`config.mk`:
```
export PLATFORM = sky130hd
export DESIGN_NAME = som_div
export DESIGN_NICKNAME = d
export VERILOG_FILES = /design/src/sv/som_pkg.sv /design/src/sv/som_div.sv
export SDC_FILE = /design/constraint.sdc
export NUM_CORES = 1
export LEC_CHECK = 0
export ABC_AREA = 1
export BUFFER_PORTS_ARGS = -buffer_cell sky130_fd_sc_hd__buf_2
export CAP_MARGIN = 20
export CORE_ASPECT_RATIO = 1.4
export CORE_UTILIZATION = 51
export DETAILED_ROUTE_END_ITERATION = 10
export PLACE_DENSITY = 0.81
export SLEW_MARGIN = 20
export SYNTH_ARGS = -nofsm -noshare
export SYNTH_HDL_FRONTEND = slang
export SYNTH_SLANG_ARGS = --single-unit
```
`constraint.sdc`:
```
create_clock -name clk -period 3.15 [get_ports clk]
set_clock_uncertainty 0.05 [all_clocks]
set_input_delay 0.1575 -clock clk [delete_from_list [all_inputs] [get_ports clk]]
set_output_delay 0.1575 -clock clk [all_outputs]
set_load 0.02 [all_outputs]
```
`src/sv/som_pkg.sv`:
```
`timescale 1ns / 1ps
// Shared types, constants and the neighborhood exp table for the SOM search/update block.
// No dependencies; every other file imports this package.
package som_pkg;

	localparam int MAX_NEURONS     = 8192;
	localparam int MAX_DIMS        = 16;
	localparam int EXP_TABLE_DEPTH = 256;
	localparam int EXP_SPAN        = 12;

	localparam int NRN_W   = $clog2(MAX_NEURONS);
	localparam int NCNT_W  = NRN_W + 1;
	localparam int DIM_W   = $clog2(MAX_DIMS);
	localparam int ADDR_W  = NRN_W + DIM_W;
	localparam int EXP_W   = $clog2(EXP_TABLE_DEPTH);
	localparam int CNT_W   = 5;
	localparam int H_W     = 25;
	localparam int CFG_IDX_W = 3;

	localparam logic [CNT_W-1:0] COUNT_MAX = 5'd31;
	localparam logic [H_W-1:0]   H_ONE     = 25'h1000000;
	localparam logic [H_W-1:0]   H_MIN     = 25'd168;

	// divider: quotient bits produced one per cycle
	localparam int NUM_W = 41;
	localparam int DEN_W = 37;
	localparam int QUO_W = 16;

	// register indexes
	localparam logic [CFG_IDX_W-1:0] REG_INIT_RATE    = 3'd0;
	localparam logic [CFG_IDX_W-1:0] REG_INIT_RADIUS  = 3'd1;
	localparam logic [CFG_IDX_W-1:0] REG_RATE_DECAY   = 3'd2;
	localparam logic [CFG_IDX_W-1:0] REG_RADIUS_DECAY = 3'd3;
	localparam logic [CFG_IDX_W-1:0] REG_GRID_ROWS    = 3'd4;
	localparam logic [CFG_IDX_W-1:0] REG_GRID_COLS    = 3'd5;
	localparam logic [CFG_IDX_W-1:0] REG_VECTOR_DIMS  = 3'd6;

	typedef enum logic [1:0] {
		ACT_SEARCH = 2'd0,
		ACT_TRAIN  = 2'd1,
		ACT_WRITE  = 2'd2,
		ACT_READ   = 2'd3
	} action_t;

	typedef enum logic [1:0] {
		ST_OK  = 2'd0,
		ST_LEN = 2'd1,
		ST_IDX = 2'd2
	} status_t;

	typedef struct packed {
		action_t            action;
		logic signed [15:0] element;
		logic               last;
		logic [12:0]        neuron_index;
		logic [3:0]         dim_index;
		logic signed [15:0] reward_scale;
	} req_t;

	typedef struct packed {
		logic [12:0]        winner;
		logic [36:0]        best_distance;
		logic signed [15:0] read_value;
		status_t            status;
	} rsp_t;

	typedef struct packed {
		logic             start;
		logic [NUM_W-1:0] num;
		logic [DEN_W-1:0] den;
	} div_req_t;

	typedef struct packed {
		logic             done;
		logic [QUO_W-1:0] quo;
		logic [NUM_W-1:0] rem;
	} div_rsp_t;

	typedef logic [H_W-1:0] exp_rom_t [EXP_TABLE_DEPTH];

	// exp(-k*span/depth) in Q1.24 by integer recurrence from a Taylor-series step
	function automatic exp_rom_t build_exp_rom();
		exp_rom_t          rom;
		logic [63:0]       s;
		logic [63:0]       term;
		logic [63:0]       cur;
		logic signed [63:0] sum;
		int                Nterm;
		int                k;
		s    = (64'(EXP_SPAN) << 32) / 64'(EXP_TABLE_DEPTH);
		term = 64'h1_0000_0000;
		sum  = 64'sh1_0000_0000;
		cur  = 64'h1_0000_0000;
		for (Nterm = 1; Nterm <= 12; Nterm++) begin
			term = ((term * s) >> 32) / 64'(Nterm);
			if ((Nterm % 2) == 1) sum = sum - $signed(term);
			else sum = sum + $signed(term);
		end
		rom[0] = H_ONE;
		for (k = 1; k < EXP_TABLE_DEPTH; k++) begin
			cur    = (cur * 64'(sum) + 64'h8000_0000) >> 32;
			rom[k] = H_W'((cur + 64'd128) >> 8);
		end
		return rom;
	endfunction

	localparam exp_rom_t EXP_ROM = build_exp_rom();

endpackage

```
`src/sv/som_div.sv`:
```
`timescale 1ns / 1ps
// Restoring divider, one quotient bit per cycle; caller keeps num below den << QUO_W.
// Depends on som_pkg for widths and the request/response structs.
module som_div (
	input  logic              clk,
	input  logic              arst_n,
	input  som_pkg::div_req_t req,
	output som_pkg::div_rsp_t rsp
);
	import som_pkg::*;

	logic [NUM_W-1:0]         rem_q;
	logic [DEN_W+QUO_W-2:0]   dsh_q;
	logic [QUO_W-1:0]         quo_q;
	logic [$clog2(QUO_W)-1:0] cnt_q;
	logic                     busy_q;
	logic                     done_q;
	logic [DEN_W+QUO_W-2:0]   rem_x;
	logic                     ge;

	assign rem_x = (DEN_W+QUO_W-1)'(rem_q);
	assign ge    = rem_x >= dsh_q;

	always_ff @(posedge clk or negedge arst_n) begin
		if (!arst_n) begin
			busy_q <= 1'b0;
			done_q <= 1'b0;
			cnt_q  <= '0;
		end else begin
			done_q <= 1'b0;
			if (req.start) begin
				busy_q <= 1'b1;
				cnt_q  <= ($clog2(QUO_W))'(QUO_W - 1);
			end else if (busy_q) begin
				cnt_q <= cnt_q - 1'b1;
				if (cnt_q == '0) begin
					busy_q <= 1'b0;
					done_q <= 1'b1;
				end
			end
		end
	end

	always_ff @(posedge clk) begin
		if (req.start) begin
			rem_q <= req.num;
			dsh_q <= {req.den, (QUO_W-1)'(0)};
			quo_q <= '0;
		end else if (busy_q) begin
			if (ge) rem_q <= NUM_W'(rem_x - dsh_q);
			quo_q <= {quo_q[QUO_W-2:0], ge};
			dsh_q <= dsh_q >> 1;
		end
	end

	assign rsp.done = done_q;
	assign rsp.quo  = quo_q;
	assign rsp.rem  = rem_q;

endmodule

```
# Word level (Yosys, flattened, before mapping)
# Index checks and enable logic that the tools add are counted.
[totals] input_bits=81 ff_bits=115 out_inout_bits=58 elab_cells=27
[op_classes] order_cmp=1 n_reduce_logical=4 addsub=2 muxes=13
[ops] operator="41-bit 2-to-1 mux" count=3
[ops] operator="52-bit 2-to-1 mux" count=2
[ops] operator="41-bit by 52-bit >= comparator with 1-bit output" count=1
[ops] operator="41-bit subtractor" count=1
[ops] operator="4-bit 2-to-1 mux" count=2
[ops] operator="1-bit 2-to-1 mux" count=6
[ops] operator="4-bit zero test" count=1
[ops] operator="2-bit nonzero test" count=2
[ops] operator="4-bit by 1-bit subtractor with 4-bit output (second input constant)" count=1
[ops] operator="2-bit AND reduction" count=1

# Logic depth before layout (Yosys ltp)
[depth] word_depth=4 depth_mapped=16 ltp_nobuf=16

# Worst setup path after synthesis
# Ideal clock, no wire load.
[synth_timing] path_kind="register -> register" startpoint="register rem_q[3]" endpoint="register rem_q[0], enable pin" required_time_ns=2.457 slack_ns=-0.126 setup_time_ns=0.643 n_path_buf=0 t_arrival_ns=2.584 period_less_slack_ns=3.276 stages_incl_launch_ff=11 path_cell_list="edfxtp_1 -> ha_1 -> nand2_1 -> nand2_1 -> or2_1 -> nand3b_4 -> nand3_2 -> nand2_2 -> nand2_2 -> nand2_2 -> nand3_1"
[synth_via] elab_chain_len=3
[synth_rtl] element="start: declaration" line_no="som_div.sv:12" rtl="logic [NUM_W-1:0] rem_q;"
[synth_rtl] element="start signal: assignment" line_no="som_div.sv:46" rtl="rem_q <= req.num;"
[synth_rtl] element="start signal: assignment" line_no="som_div.sv:50" rtl="if (ge) rem_q <= NUM_W'(rem_x - dsh_q);"
[synth_rtl] element="41-bit by 52-bit >= comparator with 1-bit output" line_no="som_div.sv:22" rtl="assign ge = rem_x >= dsh_q;"
[synth_rtl] element="2-bit nonzero test (no source line)"
[synth_rtl] element="2-bit AND reduction (no source line)"
# Every way passes these cells.
# A chain may end at the register's enable or synchronous reset.

# Final worst setup path
[layout_timing] startpoint="register rem_q[0]" endpoint="register rem_q[26], enable pin"
# The elaborated chain is that of the path after synthesis.

==> summary.md <==
| Metric | Value |
|---|---|
| Vias in the first global route | 7,667 |
| PD cells | 541 nW/um^2 |
| Chip width | 105 um |
| Post-placement cell area | 8540 um^2 |
| Worst slew margin | 58.1% |
| Post-synth top area share | 30.7% |
| Worst flop-to-flop path startpoint | rem_q[0] |
| Via density | 5.14 |
| Hold Vio Cnt, Final | 0 |
| CTS buffer count | 17 |
| ANT cells | 0 |
| Nature of the critical path startpoint | flop |
| Status | completed |
| Fmax | 0.386 GHz |
| Syn Nets | 1,196 |
| Fin crit share | 82.2% |
| Required time worst endpoint | 3.19 ns |
| Post-synth EDFFs | 78 |
| Vias | 7,645 |
| Postcts setup bufs | 0 |
| Layout cell share with drive strength beyond 1 | 16.4% |
| Distinct cells, synth | 37 |
| Synth Cell Area | 7630 um^2 |
| Starting density of the core | 52.6% |
| Top FF cell, synth | edfxtp_1 |
| Top cells by area, synth | edfxtp_1 (31%), nand2_1 (18%), inv_1 (9.2%) |
| Crit path DAT | 2.63 ns |
| Post-synthesis adder-cell area fraction | 7.15% |
| Post-Synthesis Cells | 1,072 |
| Max Fanout on Critical Path | 21 |
| Worst-Skew Late Latency | 0.42 ns |
| Final instance area | 9850 um^2 |
| Post_cts resized | 0 |
| Pin count of the biggest net entering global routing | 42 |
| Area growth syn-to-layout | 29.1% |
| Leakage | 4.98 nW |
| Die ar. | 15,500 um^2 |
| Simple-gate share of the synthesized area | 29.7% |
| Worst hold start | req[57] |
| Drt pass-1 iters | 6 |
| Initial DRC count | 428 |
| IO Port Bufs | 138 |
| Setup TNS | 0 ns |
| PnR worst setup slack | 0.559 ns |
| Critical path class | flop to flop |
| Boundary Pins | 139 |
| Final setup vio count | 0 |
| Worst Setup SP | rem_q[0] |
| Row cnt | 52 |
| Root Driver | clkbuf_16 |
| Pins Over Slew Limit | 0 |
| Die Y-Extent | 147 um |
| Htree depth | 4 |
| Routed Antenna Nets | 0 |
| Placer congestion estimate | 0.936 |
| Mux cell area share after synthesis | 0% |
| Clock buffer depth | 2 |
| CTS Sinks | 115 |
| Number of synthesis warnings | 0 |
| Max-Cap Viols | 0 |
| Peak supply drop | 420 uV |
| Hold_buf cts | 73 |
| Async set or reset register ratio after synthesis | 5.22% |
| Initial antenna violation count | 0 |
| Total congestion overflow | 0 |
| Fin nets | 1,409 |
| Yosys top cell by area | edfxtp_1 |
| Register bit total from synthesis | 115 |
| Post-detail-place hpwl | 15,400 um |
| Avg Cell Area, Syn | 7.12 um^2 |
| RSZ-0062 raised after global routing | false |
| Post-Synth XOR/XNOR Area | 1.15% |
| Hold_ws | 0.0137 ns |
| Routed Wire Length | 21,900 um |
| Clk slew on worst S/H paths | 0.06 ns |
| Largest family of logic cells by synthesized area | simple AND/OR/NAND/NOR gates |
| Core Area | 14,500 um^2 |
| Worst hold-check path type | input pin to flop |
| CTS tree | yes |
| Sequential cell area | 3110 um^2 |
| # DRC | 0 |
| Sequential area share after synthesis | 40.8% |
| WL/cell | 14.7 um |
| CP Capture Type | flop |
| Fillers | 1,178 |
| Pre-CTS setup slack | 0.618 ns |
| Min cycle time layout | 2.59 ns |
| First-pass GRT wire length | 35,200 um |
| Compound-cell area share of the yosys netlist | 10.4% |
| Least-Margin Pin Slew | 0.625 ns |
| Gr usage total | 29.2% |
| Area of the multi-input gates | 3690 um^2 |
| Fin util | 67.9% |
power by group:
group	switching, W	internal, W	total [W]
sequential	0.0000566	0.00176	0.00182
combinational	0.00102	0.000581	0.00161
clock	0.000812	0.00109	0.00190
total	0.00189	0.00344	0.00533
layer usage:
layer	part of all wire, %	GRT usage (%)
met5	0	0
met1	38	31.2
met4	4.9	16.1
met3	5.1	5.46
met2	52	53.4
cell usage in the layout (no fill, tap or decap), types with 11 or more instances in the layout:
cell | Yosys | final
nand2_2 | 11 | 11
nand3_1 | 42 | 41
ha_1 | 42 | 42
dlygate4sd3_1 | 0 | 73
inv_1 | 188 | 187
dfxtp_1 | 31 | 31
o22ai_1 | 27 | 27
nor2_1 | 74 | 74
buf_2 | 6 | 138
edfxtp_1 | 78 | 78
o21ai_0 | 67 | 67
nand2_1 | 368 | 368
a21oi_1 | 39 | 39
clkbuf_16 | 0 | 18
cell type report:
cell class	instances	share of cell area (%)
Timing Repair Buffer	218	15.2
Tap cell	189	2.40
Inverter	194	7.39
Clock buffer	18	4.57
Multi-Input combinational cell	739	37.5
Sequential cell	115	31.6
Clock inverter	14	1.33
flip-flops by register name, indices dropped and copies added, names as in the netlist:
| signal | count |
|---|---|
| quo_q | 16 |
| dsh_q | 52 |
| cnt_q | 4 |
| rem_q | 41 |
| done_q | 1 |
| busy_q | 1 |
worst paths after layout:
kind,end,slack [ns],cells past startpoint
max,rem_q[26],0.56,12
min,rem_q[20],0.01,3
max reg2reg,rem_q[26],0.56,12
min reg2reg,quo_q[15],0.43,2
max in group asynchronous,cnt_q[0],2.85,2
min in group asynchronous,cnt_q[1],0.05,2
logic make-up (layout without fill, tap and decap cells):
family,Yosys count,count (layout)
simple gates,539,539
compound gates,147,147
buf+inv,218,444
fa+ha+maj,43,43
xor+xnor,10,10
flops,115,115
critical path, cell delays in order, from the launching register on:
cell and delay, ns:
edfxtp_1 0.36, inv_1 0.05, ha_1 0.23, fa_1 0.40
nor2_1 0.14, or2_1 0.21, nand3b_4 0.09, nand3_2 0.11
nand2_2 0.07, nand2_2 0.08, nand2_2 0.06, nand3_2 0.06
buf_4 0.33
per-stage QoR:
stage	total power (W)	instances
floorplan	0.00292	1072
global placement	0.00331	1382
detailed placement	0.00334	1382
CTS	0.00530	1487
global route	0.00561	1487
finish	0.00533	1487
Yosys cell counts (all sizes together), types with 4 or more instances:
library cell and instances:
nor3 5, buf 7, o21bai 4, ha 42, edfxtp 78, or2 12
xnor2 6, clkbuf 17, dfxtp 31, o21ai 72, nor2 82, xor2 4
o22ai 27, nand3 48, dfrtp 6, a21oi 39, inv 192, nand3b 9
nand2 379
Power figures use the tool's default switching activity.
